`src/sv/sfcan_pkg.sv`:
```
`default_nettype none

package sfcan_pkg;

    localparam int MAX_FRAME_BYTES = 8;
    localparam int CNT_W           = $clog2(MAX_FRAME_BYTES + 2);
    localparam int IDX_W           = $clog2(MAX_FRAME_BYTES);

    localparam int BYTE_W    = 8;
    localparam int PAYLOAD_W = 64;
    localparam int LEN_W     = 3;
    localparam int LEN_MIN   = 2;
    localparam int LEN_MAX   = 5;
    localparam int TRAILER   = 3;

    localparam int APB_DATA_W = 32;
    localparam int APB_ADDR_W = 3;
    localparam int REG_IDX_W  = 1;

    localparam logic [REG_IDX_W-1:0] REG_HEADER = REG_IDX_W'(0);
    localparam logic [REG_IDX_W-1:0] REG_TAIL   = REG_IDX_W'(1);

    localparam logic [BYTE_W-1:0] HEADER_RESET = 8'hAF;
    localparam logic [BYTE_W-1:0] TAIL_RESET   = 8'hFA;

    typedef enum logic [1:0] {
        ST_OK       = 2'd0,
        ST_LEN_ERR  = 2'd1,
        ST_TAIL_ERR = 2'd2
    } t_status;

    typedef struct packed {
        logic [BYTE_W-1:0] header_byte;
        logic [BYTE_W-1:0] tail_byte;
    } t_cfg;

endpackage

`default_nettype wire

```
`src/sv/serial_frame_to_can_payload.sv`:
```
// Serial frame to CAN payload parser.
// Input channel: one received serial byte per transaction (i_in_valid, o_in_stall,
// i_rx_byte). Frames are header, length L (2..5), L data bytes, tail.
// Output channel: one transaction per finished frame or error (o_out_valid,
// i_out_stall, o_status, o_payload, o_data_length). Status 0 is a good frame
// with the header and data bytes packed from bit 0 up and zero padded; status 1
// is a length error, status 2 a tail error, both with zero payload and length.
// A wrong first byte or a header mismatch drops the partial frame silently.
// Header and tail values come from the APB registers at 0x0 and 0x4.
// A byte lands in the input register when it is accepted; its result is registered
// in the output register when the byte advances, which a waiting result can hold.
// Throughput: one byte per cycle unless a stalled result holds the input; the
// input register and output register each hold one transaction, so a new
// byte is taken while a result waits. While the receiver stalls and a result
// waits, bytes that produce no result keep flowing; a byte that would produce
// a second result holds the input. Reset clears the byte count, both valid
// flags and restores header 0xAF and tail 0xFA.
`default_nettype none

module serial_frame_to_can_payload (
    input  wire logic                                 i_clk,
    input  wire logic                                 i_rst_n,
    input  wire logic                                 i_in_valid,
    output logic                                      o_in_stall,
    input  wire logic [7:0]                           i_rx_byte,
    output logic                                      o_out_valid,
    input  wire logic                                 i_out_stall,
    output logic      [1:0]                           o_status,
    output logic      [63:0]                          o_payload,
    output logic      [2:0]                           o_data_length,
    input  wire logic                                 psel,
    input  wire logic                                 penable,
    input  wire logic                                 pwrite,
    input  wire logic [sfcan_pkg::APB_ADDR_W-1:0]     paddr,
    input  wire logic [sfcan_pkg::APB_DATA_W-1:0]     pwdata,
    output logic      [sfcan_pkg::APB_DATA_W-1:0]     prdata,
    output logic                                      pready
);

    sfcan_pkg::t_cfg cfg;

    sfcan_apb_regs u_regs (
        .i_clk   (i_clk),
        .i_rst_n (i_rst_n),
        .psel    (psel),
        .penable (penable),
        .pwrite  (pwrite),
        .paddr   (paddr),
        .pwdata  (pwdata),
        .prdata  (prdata),
        .pready  (pready),
        .o_cfg   (cfg)
    );

    logic                              r_in_valid;
    logic [sfcan_pkg::BYTE_W-1:0]      r_in_byte;
    logic [sfcan_pkg::CNT_W-1:0]       r_count;
    logic [sfcan_pkg::BYTE_W-1:0]      r_buf [sfcan_pkg::MAX_FRAME_BYTES];
    logic                              r_out_valid;
    sfcan_pkg::t_status                r_status;
    logic [sfcan_pkg::PAYLOAD_W-1:0]   r_payload;
    logic [sfcan_pkg::LEN_W-1:0]       r_length;

    logic [sfcan_pkg::CNT_W-1:0]       n_count;
    logic                              n_has_res;
    sfcan_pkg::t_status                n_status;
    logic [sfcan_pkg::PAYLOAD_W-1:0]   n_payload;
    logic [sfcan_pkg::LEN_W-1:0]       n_length;

    logic [sfcan_pkg::BYTE_W-1:0]      first_byte;
    logic [sfcan_pkg::BYTE_W-1:0]      len_byte;
    logic [sfcan_pkg::LEN_W-1:0]       len3;
    logic [sfcan_pkg::CNT_W-1:0]       cnt_inc;
    logic [sfcan_pkg::CNT_W-1:0]       frame_end;
    logic [sfcan_pkg::PAYLOAD_W-1:0]   good_payload;
    logic                              len_bad;
    logic                              advance;
    logic                              in_accept;

    assign advance    = r_in_valid && (!n_has_res || !r_out_valid || !i_out_stall);
    assign o_in_stall = r_in_valid && !advance;
    assign in_accept  = i_in_valid && !o_in_stall;

    assign first_byte = (r_count == '0) ? r_in_byte : r_buf[0];
    assign len_byte   = r_buf[1];
    assign len3       = len_byte[sfcan_pkg::LEN_W-1:0];
    assign len_bad    = (len_byte < sfcan_pkg::BYTE_W'(sfcan_pkg::LEN_MIN))
                     || (len_byte > sfcan_pkg::BYTE_W'(sfcan_pkg::LEN_MAX));
    assign cnt_inc    = r_count + 1'b1;
    assign frame_end  = sfcan_pkg::CNT_W'(len3) + sfcan_pkg::CNT_W'(sfcan_pkg::TRAILER);

    always_comb begin
        good_payload = '0;
        good_payload[sfcan_pkg::BYTE_W-1:0] = cfg.header_byte;
        for (int k = 1; k <= sfcan_pkg::LEN_MAX; k++) begin
            if (sfcan_pkg::LEN_W'(k) <= len3) begin
                good_payload[k*sfcan_pkg::BYTE_W +: sfcan_pkg::BYTE_W] =
                    r_buf[sfcan_pkg::IDX_W'(k + 1)];
            end
        end
    end

    always_comb begin
        n_count   = cnt_inc;
        n_has_res = 1'b0;
        n_status  = sfcan_pkg::ST_OK;
        n_payload = '0;
        n_length  = '0;
        priority if (first_byte != cfg.header_byte) begin
            n_count = '0;
        end else if (cnt_inc > sfcan_pkg::CNT_W'(sfcan_pkg::MAX_FRAME_BYTES)) begin
            n_count   = '0;
            n_has_res = 1'b1;
            n_status  = sfcan_pkg::ST_LEN_ERR;
        end else if (cnt_inc <= sfcan_pkg::CNT_W'(2)) begin
            n_count = cnt_inc;
        end else if (len_bad) begin
            n_count   = '0;
            n_has_res = 1'b1;
            n_status  = sfcan_pkg::ST_LEN_ERR;
        end else if (cnt_inc < frame_end) begin
            n_count = cnt_inc;
        end else if (r_in_byte != cfg.tail_byte) begin
            n_count   = '0;
            n_has_res = 1'b1;
            n_status  = sfcan_pkg::ST_TAIL_ERR;
        end else begin
            n_count   = '0;
            n_has_res = 1'b1;
            n_status  = sfcan_pkg::ST_OK;
            n_payload = good_payload;
            n_length  = len3;
        end
    end

    always_ff @(posedge i_clk) begin
        if (!i_rst_n) begin
            r_in_valid <= 1'b0;
        end else if (in_accept) begin
            r_in_valid <= 1'b1;
        end else if (advance) begin
            r_in_valid <= 1'b0;
        end
    end

    always_ff @(posedge i_clk) begin
        if (in_accept) begin
            r_in_byte <= i_rx_byte;
        end
    end

    always_ff @(posedge i_clk) begin
        if (!i_rst_n) begin
            r_count <= '0;
        end else if (advance) begin
            r_count <= n_count;
        end
    end

    always_ff @(posedge i_clk) begin
        if (advance && (r_count < sfcan_pkg::CNT_W'(sfcan_pkg::MAX_FRAME_BYTES))) begin
            r_buf[r_count[sfcan_pkg::IDX_W-1:0]] <= r_in_byte;
        end
    end

    always_ff @(posedge i_clk) begin
        if (!i_rst_n) begin
            r_out_valid <= 1'b0;
        end else if (advance && n_has_res) begin
            r_out_valid <= 1'b1;
        end else if (!i_out_stall) begin
            r_out_valid <= 1'b0;
        end
    end

    always_ff @(posedge i_clk) begin
        if (advance && n_has_res) begin
            r_status  <= n_status;
            r_payload <= n_payload;
            r_length  <= n_length;
        end
    end

    assign o_out_valid   = r_out_valid;
    assign o_status      = r_status;
    assign o_payload     = r_payload;
    assign o_data_length = r_length;

endmodule

`default_nettype wire

```
`src/sv/sfcan_apb_regs.sv`:
```
`default_nettype none

module sfcan_apb_regs (
    input  wire logic                                 i_clk,
    input  wire logic                                 i_rst_n,
    input  wire logic                                 psel,
    input  wire logic                                 penable,
    input  wire logic                                 pwrite,
    input  wire logic [sfcan_pkg::APB_ADDR_W-1:0]     paddr,
    input  wire logic [sfcan_pkg::APB_DATA_W-1:0]     pwdata,
    output logic      [sfcan_pkg::APB_DATA_W-1:0]     prdata,
    output logic                                      pready,
    output sfcan_pkg::t_cfg                           o_cfg
);

    logic [sfcan_pkg::BYTE_W-1:0]    r_header;
    logic [sfcan_pkg::BYTE_W-1:0]    r_tail;
    logic [sfcan_pkg::REG_IDX_W-1:0] reg_sel;
    logic                            wr_en;

    assign reg_sel = paddr[sfcan_pkg::APB_ADDR_W-1:2];
    assign wr_en   = psel && penable && pwrite;
    assign pready  = 1'b1;

    always_ff @(posedge i_clk) begin
        if (!i_rst_n) begin
            r_header <= sfcan_pkg::HEADER_RESET;
            r_tail   <= sfcan_pkg::TAIL_RESET;
        end else if (wr_en) begin
            unique case (reg_sel)
                sfcan_pkg::REG_HEADER: r_header <= pwdata[sfcan_pkg::BYTE_W-1:0];
                sfcan_pkg::REG_TAIL:   r_tail   <= pwdata[sfcan_pkg::BYTE_W-1:0];
                default: begin
                end
            endcase
        end
    end

    always_comb begin
        prdata = '0;
        unique case (reg_sel)
            sfcan_pkg::REG_HEADER: prdata[sfcan_pkg::BYTE_W-1:0] = r_header;
            sfcan_pkg::REG_TAIL:   prdata[sfcan_pkg::BYTE_W-1:0] = r_tail;
            default:               prdata = '0;
        endcase
    end

    assign o_cfg.header_byte = r_header;
    assign o_cfg.tail_byte   = r_tail;

endmodule

`default_nettype wire

```
`config.mk`:
```
export PLATFORM = sky130hd
export DESIGN_NAME = serial_frame_to_can_payload
export DESIGN_NICKNAME = d
export VERILOG_FILES = /design/src/sv/sfcan_pkg.sv /design/src/sv/serial_frame_to_can_payload.sv /design/src/sv/sfcan_apb_regs.sv
export SDC_FILE = /design/constraint.sdc
export NUM_CORES = 1
export LEC_CHECK = 0
export BUFFER_PORTS_ARGS = -buffer_cell sky130_fd_sc_hd__buf_2
export CAP_MARGIN = 5
export CORE_MARGIN = 3
export CORE_UTILIZATION = 40
export DETAILED_ROUTE_END_ITERATION = 6
export PLACE_DENSITY = 0.71
export SLEW_MARGIN = 5
export SYNTH_ARGS = -nofsm -noshare
export SYNTH_HDL_FRONTEND = slang
export SYNTH_HIERARCHICAL = 1
export SYNTH_SLANG_ARGS = --single-unit
```
`constraint.sdc`:
```
create_clock -name i_clk -period 6.3 [get_ports i_clk]
set_input_delay 1.26 -clock i_clk [delete_from_list [all_inputs] [get_ports i_clk]]
set_output_delay 1.26 -clock i_clk [all_outputs]
set_load 0.005 [all_outputs]
```
==> flow_summary.json, run 1 <==
{
  "synth_top_family_by_area": "simple AND/OR/NAND/NOR gates",
  "pwr-share-comb": 0.026,
  "start_kind": "flip-flop",
  "power_switching_uw": 407,
  "synthXorXnorAreaFrac": 0.0211,
  "gp_congestion": 0.884,
  "status": "finished clean",
  "seq_area_frac_synth": 0.636,
  "async_flop_share": 0,
  "fin_tns_setup_ns": 0,
  "htreeDepth": 4,
  "grt_max_degree": 54,
  "cts_setup_buffers": 0,
  "drtIter0Drc": 219,
  "finalNonFillerCells": 733,
  "die-area_sq_mm": 0.0171,
  "vdd_drop_max_mv": 0.194,
  "critical_path_required_ns": 5.04,
  "holdWs_ns": 0.499,
  "placed_cells": 701,
  "clk_pin_slew_ns": 0.06,
  "ys_types": 65,
  "syn_area_sq_mm": 0.00622,
  "numPortBuffers": 86,
  "synth_top_area_frac": 0.565,
  "crit_slowest_cell": "a2111oi_0",
  "cp_cell_sequence": "inv_1 > ha_1 > nor3b_4 > a2111oi_0 > a22oi_1 > a211oi_2 > nand3_2 > nor3_1 > buf_2",
  "antenna_found_initial": 0,
  "cap_violations": 0,
  "ys_top_cells_by_count": "117 x edfxtp_1, 41 x buf_4, 29 x and2_1, 25 x nor2b_1, 24 x nand2_1",
  "grt-ovfl-total": 0,
  "area_delta_synth_final_pct": 16.7,
  "grt_pass1_wl_um": 18100,
  "synth_edf_count": 117,
  "finalCriticalPeriod_ns": 4.86,
  "yosysMostFrequentCell": "edfxtp_1",
  "p_per_area_mw_per_mm2": 294,
  "slew_violations": 0,
  "min_path_cells": 2,
  "synth-main-ff-cell": "edfxtp_1",
  "arrival_ns": 3.60,
  "dr_total_vias": 3628,
  "critPathMaxStageDelay_ns": 0.64,
  "synth.area.top_cells": "edfxtp_1 57%, dfxtp_1 7.1%, buf_4 5.0%",
  "antenna_cells": 0,
  "drtAntennaViolNets": 0,
  "io-pin-count": 154,
  "die_height_um": 131,
  "worst-path-max-fanout": 12,
  "cts_buffer_depth": 2,
  "cts_root_buf": "clkbuf_16",
  "finClkSkew_ns": 0.00658,
  "finalCritPeriodShare": 0.772,
  "core-area_sq_mm": 0.0149,
  "globalRouteTotalUtil": 0.144,
  "synth_fa_ha_area_frac": 0.0137,
  "start_util": 0.418,
  "rows": 44,
  "hold_class": "flip-flop to flip-flop",
  "reg2regPathDepth": 10,
  "leakage_nw": 3.05,
  "muxShareOfSynthArea": 0.0437,
  "fp.dieW_um": 131,
  "internal-power_mw": 1.72,
  "fmax_mhz": 206,
  "finalHoldViolCount": 0,
  "end_kind": "primary output",
  "routed_via_density": 4.95,
  "wl_per_cell_um": 16.2,
  "dp_hpwl_um": 8230,
  "post_cts_resize_count": 0,
  "path_class": "flip-flop to primary output",
  "pwr-share-clk": 0.494,
  "syn_inst": 454,
  "rsz0062_at_grt": "no",
  "cts_tree": "yes",
  "swShare": 0.191,
  "ys_seq_elements": 139,
  "yosysTopAreaCell": "edfxtp_1",
  "clkLatencyLatePin_ns": 0.42,
  "fill_cells": 1321,
  "postLayoutCoreUtil": 0.488,
  "wl_um": 11900,
  "drc": 0,
  "drtPass1Iterations": 5,
  "slew_headroom": 0.177,
  "numCtsBuffers": 17,
  "p_seq_frac": 0.481,
  "cts_sinks": 139,
  "holdBufCountCts": 0,
  "yosysWarnings": 6,
  "first_global_vias": 3493,
  "worst_pin_slew_ns": 1.23,
  "setup_viol": 0,
  "synth-compound-area-share": 0.0598,
  "postSynthAreaPerCell_sq_um": 13.7,
  "layout.nets": 592,
  "drive_gt1_frac": 0.253,
  "yosys.area_share.simple": 0.145
}
[metal layers]
layer | track usage | vias to the layer above | routed length [um]
li1 | - | 1744 | -
met1 | 0.170 | 1701 | 4880
met2 | 0.236 | 157 | 5780
met3 | 0.0500 | 26 | 908
met4 | 0.0720 | 0 | 297
met5 | 0 | - | 0
[cell type report]
cell class,count,area [sq um],area share
clock buffers,19,433,0.0597
clock inverters,13,199,0.0274
inverters,18,67.6,0.00931
multi-input cells,272,1930,0.266
flip-flops and latches,139,3950,0.545
well taps,184,230,0.0317
repair buffers,88,445,0.0614
[cell usage in the layout, fill, tap and decap left out, types with 5 or more instances in the layout]
cell type	count
edfxtp_1	117
and2_1	29
buf_2	86
clkbuf_16	17
dfxtp_1	22
nor2b_1	25
xor2_1	11
bufinv_16	5
nor2_1	7
mux2i_1	17
mux2_2	9
nor3_1	10
inv_1	18
and4_1	8
conb_1	41
nand2_1	24
ha_1	6
and4b_1	8
o211a_1	8
[power groups by stage]
stage               logic (mW)  clock network, mW  registers, mW
CTS                     0.0541               1.07           1.02
global route            0.0611               1.11           1.03
finish                  0.0544               1.05           1.02
global placement        0.0523                  0           1.04
floorplan               0.0573                  0           1.03
detailed placement      0.0537                  0           1.04
[registers in the layout, summed over array words and instances, names as in the netlist]
register / cells
o_payload: 48
r_in_valid: 1
r_count: 4
r_in_byte: 8
r_buf: 56
u_regs/r_tail: 8
u_regs/r_header: 8
o_out_valid: 1
o_data_length: 3
o_status: 2
[stage by stage]
step	cell area, sq um	power [mW]	setup WS [ns]
after global routing	7260	2.20	0.965
after floorplan	6360	1.09	1.42
after global placement	6620	1.09	1.91
after detailed placement	6620	1.10	1.86
final	7260	2.13	1.44
after CTS	7260	2.15	1.40
[kinds of logic after synthesis]
| family | Yosys count |
|---|---|
| simple gates | 142 |
| compound gates | 41 |
| other cells | 3 |
| mux | 26 |
| fa+ha+maj | 7 |
| buf+inv | 81 |
| xor+xnor | 15 |
| flops | 139 |
[worst max-delay path, delay by kind of cell, from the launching register on]
kind	cells	cell delay, ns
AO/OA/AOI/OAI	3	1.18
AND/OR/NAND/NOR	3	0.77
flip-flops	1	0.55
buffers and inverters	2	0.42
adder cells (fa/ha/maj)	1	0.26
[path summary, 6_finish.rpt]
| kind | start | end | slack, ns |
|---|---|---|---|
| worst max register to register | r_count[0] | o_payload[38] | 1.94 |
| worst max-delay path | r_count[0] | o_in_stall | 1.44 |
| worst min register to register | u_regs/r_tail[2] | u_regs/r_tail[2] | 0.50 |
| worst min-delay path | u_regs/r_tail[2] | u_regs/r_tail[2] | 0.50 |
Note: power is estimated with default switching activity, not from simulation.
==> run 2: changes to the inputs <==
- ABC_AREA: not set -> 1
- PLACE_DENSITY: 0.71 -> 0.69
- clock period: 6.3 -> 5 ns (I/O delays scaled with it)
==> run 2 against run 1 <==
Effect of this change: sequential share of layout area is 0.41 points higher; worst setup slack worse by 0.56 ns; clock skew is 0.0041 ns higher; critical endpoint unchanged; register-to-register slack worse by 0.58 ns; utilization is 0.18 points lower; critical path depth is 6 higher.
==> flow_summary.json, run 2 <==
{
  "status": "finished clean",
  "post_cts_resize_count": 0,
  "fmax_mhz": 242,
  "finClkSkew_ns": 0.0107,
  "rsz0062_at_grt": "no",
  "vdd_drop_max_mv": 0.245,
  "critical_path_required_ns": 4.00,
  "slew_headroom": 0.294,
  "grt_pass1_wl_um": 18700,
  "first_global_vias": 3771,
  "synth_edf_count": 117,
  "drive_gt1_frac": 0.221,
  "grt-ovfl-total": 0,
  "antenna_cells": 0,
  "arrival_ns": 3.13,
  "dr_total_vias": 3950,
  "numPortBuffers": 86,
  "finalCriticalPeriod_ns": 4.13,
  "hold_class": "flip-flop to flip-flop",
  "cts_setup_buffers": 0,
  "fp.dieW_um": 130,
  "cts_tree": "yes",
  "finalHoldViolCount": 0,
  "cpLargestDelayFamily": "simple AND/OR/NAND/NOR gates",
  "drtIter0Drc": 192,
  "yosysWarnings": 6,
  "die_height_um": 130,
  "cts_sinks": 139,
  "final_cell_mix": "117 x edfxtp_1, 115 x nand2_1, 86 x buf_2, 73 x inv_1, 61 x nor2_1",
  "cap_violations": 0,
  "wl_um": 11600,
  "syn_inst": 575,
  "layout.nets": 721,
  "fin_tns_setup_ns": 0,
  "cp_num_buf_inv": 4,
  "rows": 44,
  "holdWs_ns": 0.496,
  "p_per_area_mw_per_mm2": 383,
  "postSynthAreaPerCell_sq_um": 10.7,
  "synth_top_area_frac": 0.571,
  "worst-path-max-fanout": 12,
  "holdBufCountCts": 0,
  "globalRouteTotalUtil": 0.146,
  "finalCritPeriodShare": 0.825,
  "setup_viol": 0,
  "fin_ws_ns": 0.875,
  "clkLatencyLatePin_ns": 0.42,
  "path_class": "flip-flop to primary output",
  "start_kind": "flip-flop",
  "drtPass1Iterations": 4,
  "async_flop_share": 0,
  "yosysTopAreaCell": "edfxtp_1",
  "synth.area.top_cells": "edfxtp_1 57%, dfxtp_1 7.2%, nand2_1 7.0%",
  "layout_commonest_cell": "edfxtp_1",
  "critPathMaxStageDelay_ns": 0.44,
  "slew_violations": 0,
  "gp_congestion": 0.844,
  "die-area_sq_mm": 0.0169,
  "end_kind": "primary output",
  "finalNonFillerCells": 862,
  "crit_slowest_cell": "ha_1",
  "drtAntennaViolNets": 0,
  "dp_slack_ns": 1.31,
  "crit_top_cell": "nand2_1",
  "placed_cells": 830,
  "ys_top_cells_by_count": "117 x edfxtp_1, 115 x nand2_1, 74 x inv_1, 61 x nor2_1, 54 x nand3_1",
  "seq_area_frac_synth": 0.642,
  "htreeDepth": 4,
  "ys_seq_elements": 139,
  "routed_via_density": 4.58,
  "antenna_found_initial": 0,
  "area_delta_synth_final_pct": 17.0,
  "start_util": 0.416,
  "synth-main-ff-cell": "edfxtp_1",
  "wl_per_cell_um": 13.5,
  "syn_area_sq_mm": 0.00615,
  "cp_cell_sequence": "inv_2 > ha_1 > nand2_1 > nand2_1 > nand2_1 > nand2_1 > nand2_1 > nor2_1 > nand2_1 > nor2_8 > inv_2 > nor2_2 > nand3_1 > inv_1 > buf_2",
  "largest_register_ff_count": 56,
  "ys_types": 32,
  "cts_buffer_depth": 2,
  "clk_pin_slew_ns": 0.06,
  "leakage_nw": 3.41,
  "core-area_sq_mm": 0.0148,
  "worst_pin_slew_ns": 1.06,
  "dp_hpwl_um": 8170,
  "io-pin-count": 154,
  "cts_root_buf": "clkbuf_16",
  "numCtsBuffers": 17,
  "yosysMostFrequentCell": "edfxtp_1",
  "grt_max_degree": 54,
  "drc": 0
}
==> run 2: changes by cell type after synthesis, moves of 17 or more <==
cell	before	now
nor2_1	7	61
and2_1	29	0
inv_1	18	74
nand2_1	24	115
nor2b_1	25	0
mux2i_1	17	0
nand3_1	3	54
==> run 2: routing by layer <==
layer	up-vias	routed length (um)	GRT usage
met1	1818	5160	0.187
met4	0	238	0.0660
li1	1968	-	-
met3	22	848	0.0467
met5	-	0	0
met2	142	5350	0.228
==> run 2: cells by family after synthesis <==
logic type	synth area share
other	0.00183
AOI/OAI and AO/OA	0.00935
DFF	0.642
adders and majority gates	0.0122
xor gates and xnor gates	0.00996
and+or+nand+nor	0.214
buffers and inverters	0.110
==> run 2: stage by stage <==
step / power, mW / cell area [sq um] / util
floorplan: 1.44 / 6300 / -
global placement: 1.46 / 6580 / 0.444
detailed placement: 1.46 / 6580 / 0.444
CTS: 2.78 / 7200 / 0.486
global route: 2.86 / 7200 / 0.486
finish: 2.76 / 7200 / 0.486
==> run 2: final timing paths <==
path / from / end / slack (ns) / depth (start not counted)
min reg2reg: u_regs/r_tail[5] / u_regs/r_tail[5] / 0.50 / 2
min: u_regs/r_tail[5] / u_regs/r_tail[5] / 0.50 / 2
max: r_count[0] / o_in_stall / 0.87 / 15
max reg2reg: r_count[0] / o_payload[4] / 1.36 / 14
==> run 2: power by group <==
part	switching [mW]	internal, mW
combinational	0.0892	0.0464
sequential	0.0326	1.27
clock	0.479	0.837
total	0.601	2.16
==> run 2: worst register-to-register path: cells and delay by family (launching register included) <==
kind / cells / cell delay [ns]
fa+ha+maj: 1 / 0.44
flops: 1 / 0.38
buf+inv: 3 / 0.97
simple gates: 10 / 1.40
==> run 2: cell type report <==
type	instances	area, sq um
Clock inverter	14	194
Fill cell	1337	7610
Sequential cell	139	3950
Tap cell	184	230
Multi-Input combinational cell	342	1670
Clock buffer	18	429
Timing Repair Buffer	86	430
Inverter	79	297
==> run 3: changes to the inputs <==
- PLACE_DENSITY: 0.69 -> 0.71
- clock period: 5 -> 3.5 ns (I/O delays scaled with it)
==> run 3 against run 2 <==
Effect of this change: clock power up 30%; critical path type unchanged; highest routed layer unchanged; flip-flop and latch count unchanged; design area increased by 1.4%; final cell count is 2.0% higher; power up 38%; critical endpoint unchanged; worst setup slack lost 0.66 ns.
==> flow_summary.json, run 3 (same netlist as run 2, synthesis figures left out) <==
{
  "cts_root_buf": "clkbuf_16",
  "dp_hpwl_um": 8090,
  "reg2reg_setup_slack_ns": 0.71,
  "grt.met3_usage": 0.0503,
  "clkLatencyLatePin_ns": 0.42,
  "dr_total_vias": 4009,
  "path_class": "flip-flop to primary output",
  "final_design_area_no_fill_sq_mm": 0.00730,
  "crit_slowest_cell": "edfxtp_1",
  "drtAntennaViolNets": 0,
  "grt_max_degree": 54,
  "end_kind": "primary output",
  "cts_sinks": 139,
  "fin_ws_ns": 0.219,
  "layout_commonest_cell": "edfxtp_1",
  "setup_viol": 0,
  "worst_pin_slew_ns": 0.930,
  "finalCriticalPeriod_ns": 3.28,
  "p_per_area_mw_per_mm2": 520,
  "start_util": 0.416,
  "dpl_cell_area_sq_mm": 0.00673,
  "critPathMaxStageDelay_ns": 0.45,
  "grt_pass1_wl_um": 18100,
  "leakage_nw": 3.47,
  "antenna_cells": 0,
  "first_global_vias": 3500,
  "finalNonFillerCells": 879,
  "drc": 0,
  "finalHoldViolCount": 0,
  "worst-path-max-fanout": 5,
  "numPortBuffers": 86,
  "largest_register_ff_count": 56,
  "dp_slack_ns": 0.622,
  "cts_setup_buffers": 0,
  "final_cell_mix": "117 x edfxtp_1, 114 x nand2_1, 86 x buf_2, 73 x inv_1, 61 x nor2_1",
  "area_delta_synth_final_pct": 18.6,
  "drtIter0Drc": 236,
  "cp_cell_sequence": "inv_1 > ha_1 > ha_1 > o21ai_0 > nand2_1 > nand2_1 > nand3_1 > nand2_1 > nand3_1 > nand2_1 > nor2_2 > nand3_1 > inv_1 > buf_2",
  "busiest_layer": "met2",
  "drtPass1Iterations": 4,
  "cts_buffer_depth": 2,
  "critical_path_required_ns": 2.80,
  "arrival_ns": 2.58,
  "start_kind": "flip-flop",
  "hold_class": "input port to flip-flop",
  "rsz0062_at_grt": "no",
  "placed_cells": 848,
  "clk_pin_slew_ns": 0.06,
  "fp.dieW_um": 130,
  "use_met2": 0.234,
  "htreeDepth": 4,
  "cts_tree": "yes",
  "cap_violations": 0,
  "status": "finished clean",
  "crit_top_cell": "nand2_1",
  "gp_congestion": 0.820,
  "finalCritPeriodShare": 0.938,
  "die-area_sq_mm": 0.0169,
  "fmax_mhz": 305,
  "finClkSkew_ns": 0.0125,
  "grt_use_met1": 0.185,
  "drive_gt1_frac": 0.242,
  "grt-ovfl-total": 0,
  "antenna_found_initial": 0,
  "die_height_um": 130,
  "postLayoutCoreUtil": 0.493,
  "wl_um": 11800,
  "vdd_drop_max_mv": 0.332,
  "rows": 44,
  "fin_tns_setup_ns": 0,
  "slew_headroom": 0.375,
  "slew_violations": 0,
  "core-area_sq_mm": 0.0148,
  "globalRouteTotalUtil": 0.144,
  "wl_per_cell_um": 13.4,
  "routed_via_density": 4.56,
  "layout.nets": 739,
  "io-pin-count": 154,
  "numCtsBuffers": 17
}
run 3: cell types whose count changed in the layout (fill, tap and decap cells not counted), sizes merged:
cell / change
buf: +18
bufinv: -2
clkinv: -3
clkinvlp: +3
inv: +1
run 3: worst paths after layout:
check                   startpoint          endpoint  cells after the start
setup / recovery       r_buf[1][0]        o_in_stall                     14
hold / removal        i_rx_byte[0]      r_in_byte[0]                      1
setup reg to reg       r_buf[1][0]      o_payload[6]                     17
hold reg to reg   u_regs/r_tail[5]  u_regs/r_tail[5]                      2
run 3: report_power, final:
part	switching (mW)	internal [mW]	leakage, nW
logic	0.142	0.0769	1.82
clock network	0.676	1.05	0.267
registers	0.0346	1.82	1.38
total	0.852	2.94	3.47
run 3: critical path: cells and delay by family, from the launching register on:
family	cells	cell delay, ns
AOI/OAI and AO/OA	1	0.07
DFF	1	0.45
adders and majority gates	2	0.53
and+or+nand+nor	8	0.76
buffers and inverters	3	0.36
run 3: what timing repair did:
action / 4_1_cts / 5_1_grt
hold buffers: 0 / 0
endpoints found under the hold margin: 0 / 0
setup endpoints to repair: 0 / 1
gates resized for setup: 0 / 1
run 3: area by class of cell:
class,instances,area (sq um)
fillers,1315,7510
flip-flops and latches,139,3950
multi-input cells,342,1670
repair buffers,104,578
clock buffers,18,429
inverters,79,297
well taps,184,230
clock inverters,13,143
run 3: layer usage:
metal | part of all wire | up-vias
li1 | - | 2015
met1 | 0.42 | 1801
met2 | 0.48 | 176
met3 | 0.088 | 17
met4 | 0.014 | 0
met5 | 0 | -
run 3: through the flow:
| step | hold WS (ns) | total power [mW] |
|---|---|---|
| 3_5_place_dp | 0.496 | 2.10 |
| 6_report | 0.463 | 3.79 |
| 3_3_place_gp | 0.487 | 2.10 |
| 2_1_floorplan | 0.465 | 2.06 |
| 4_1_cts | 0.442 | 3.82 |
| 5_1_grt | 0.439 | 3.92 |
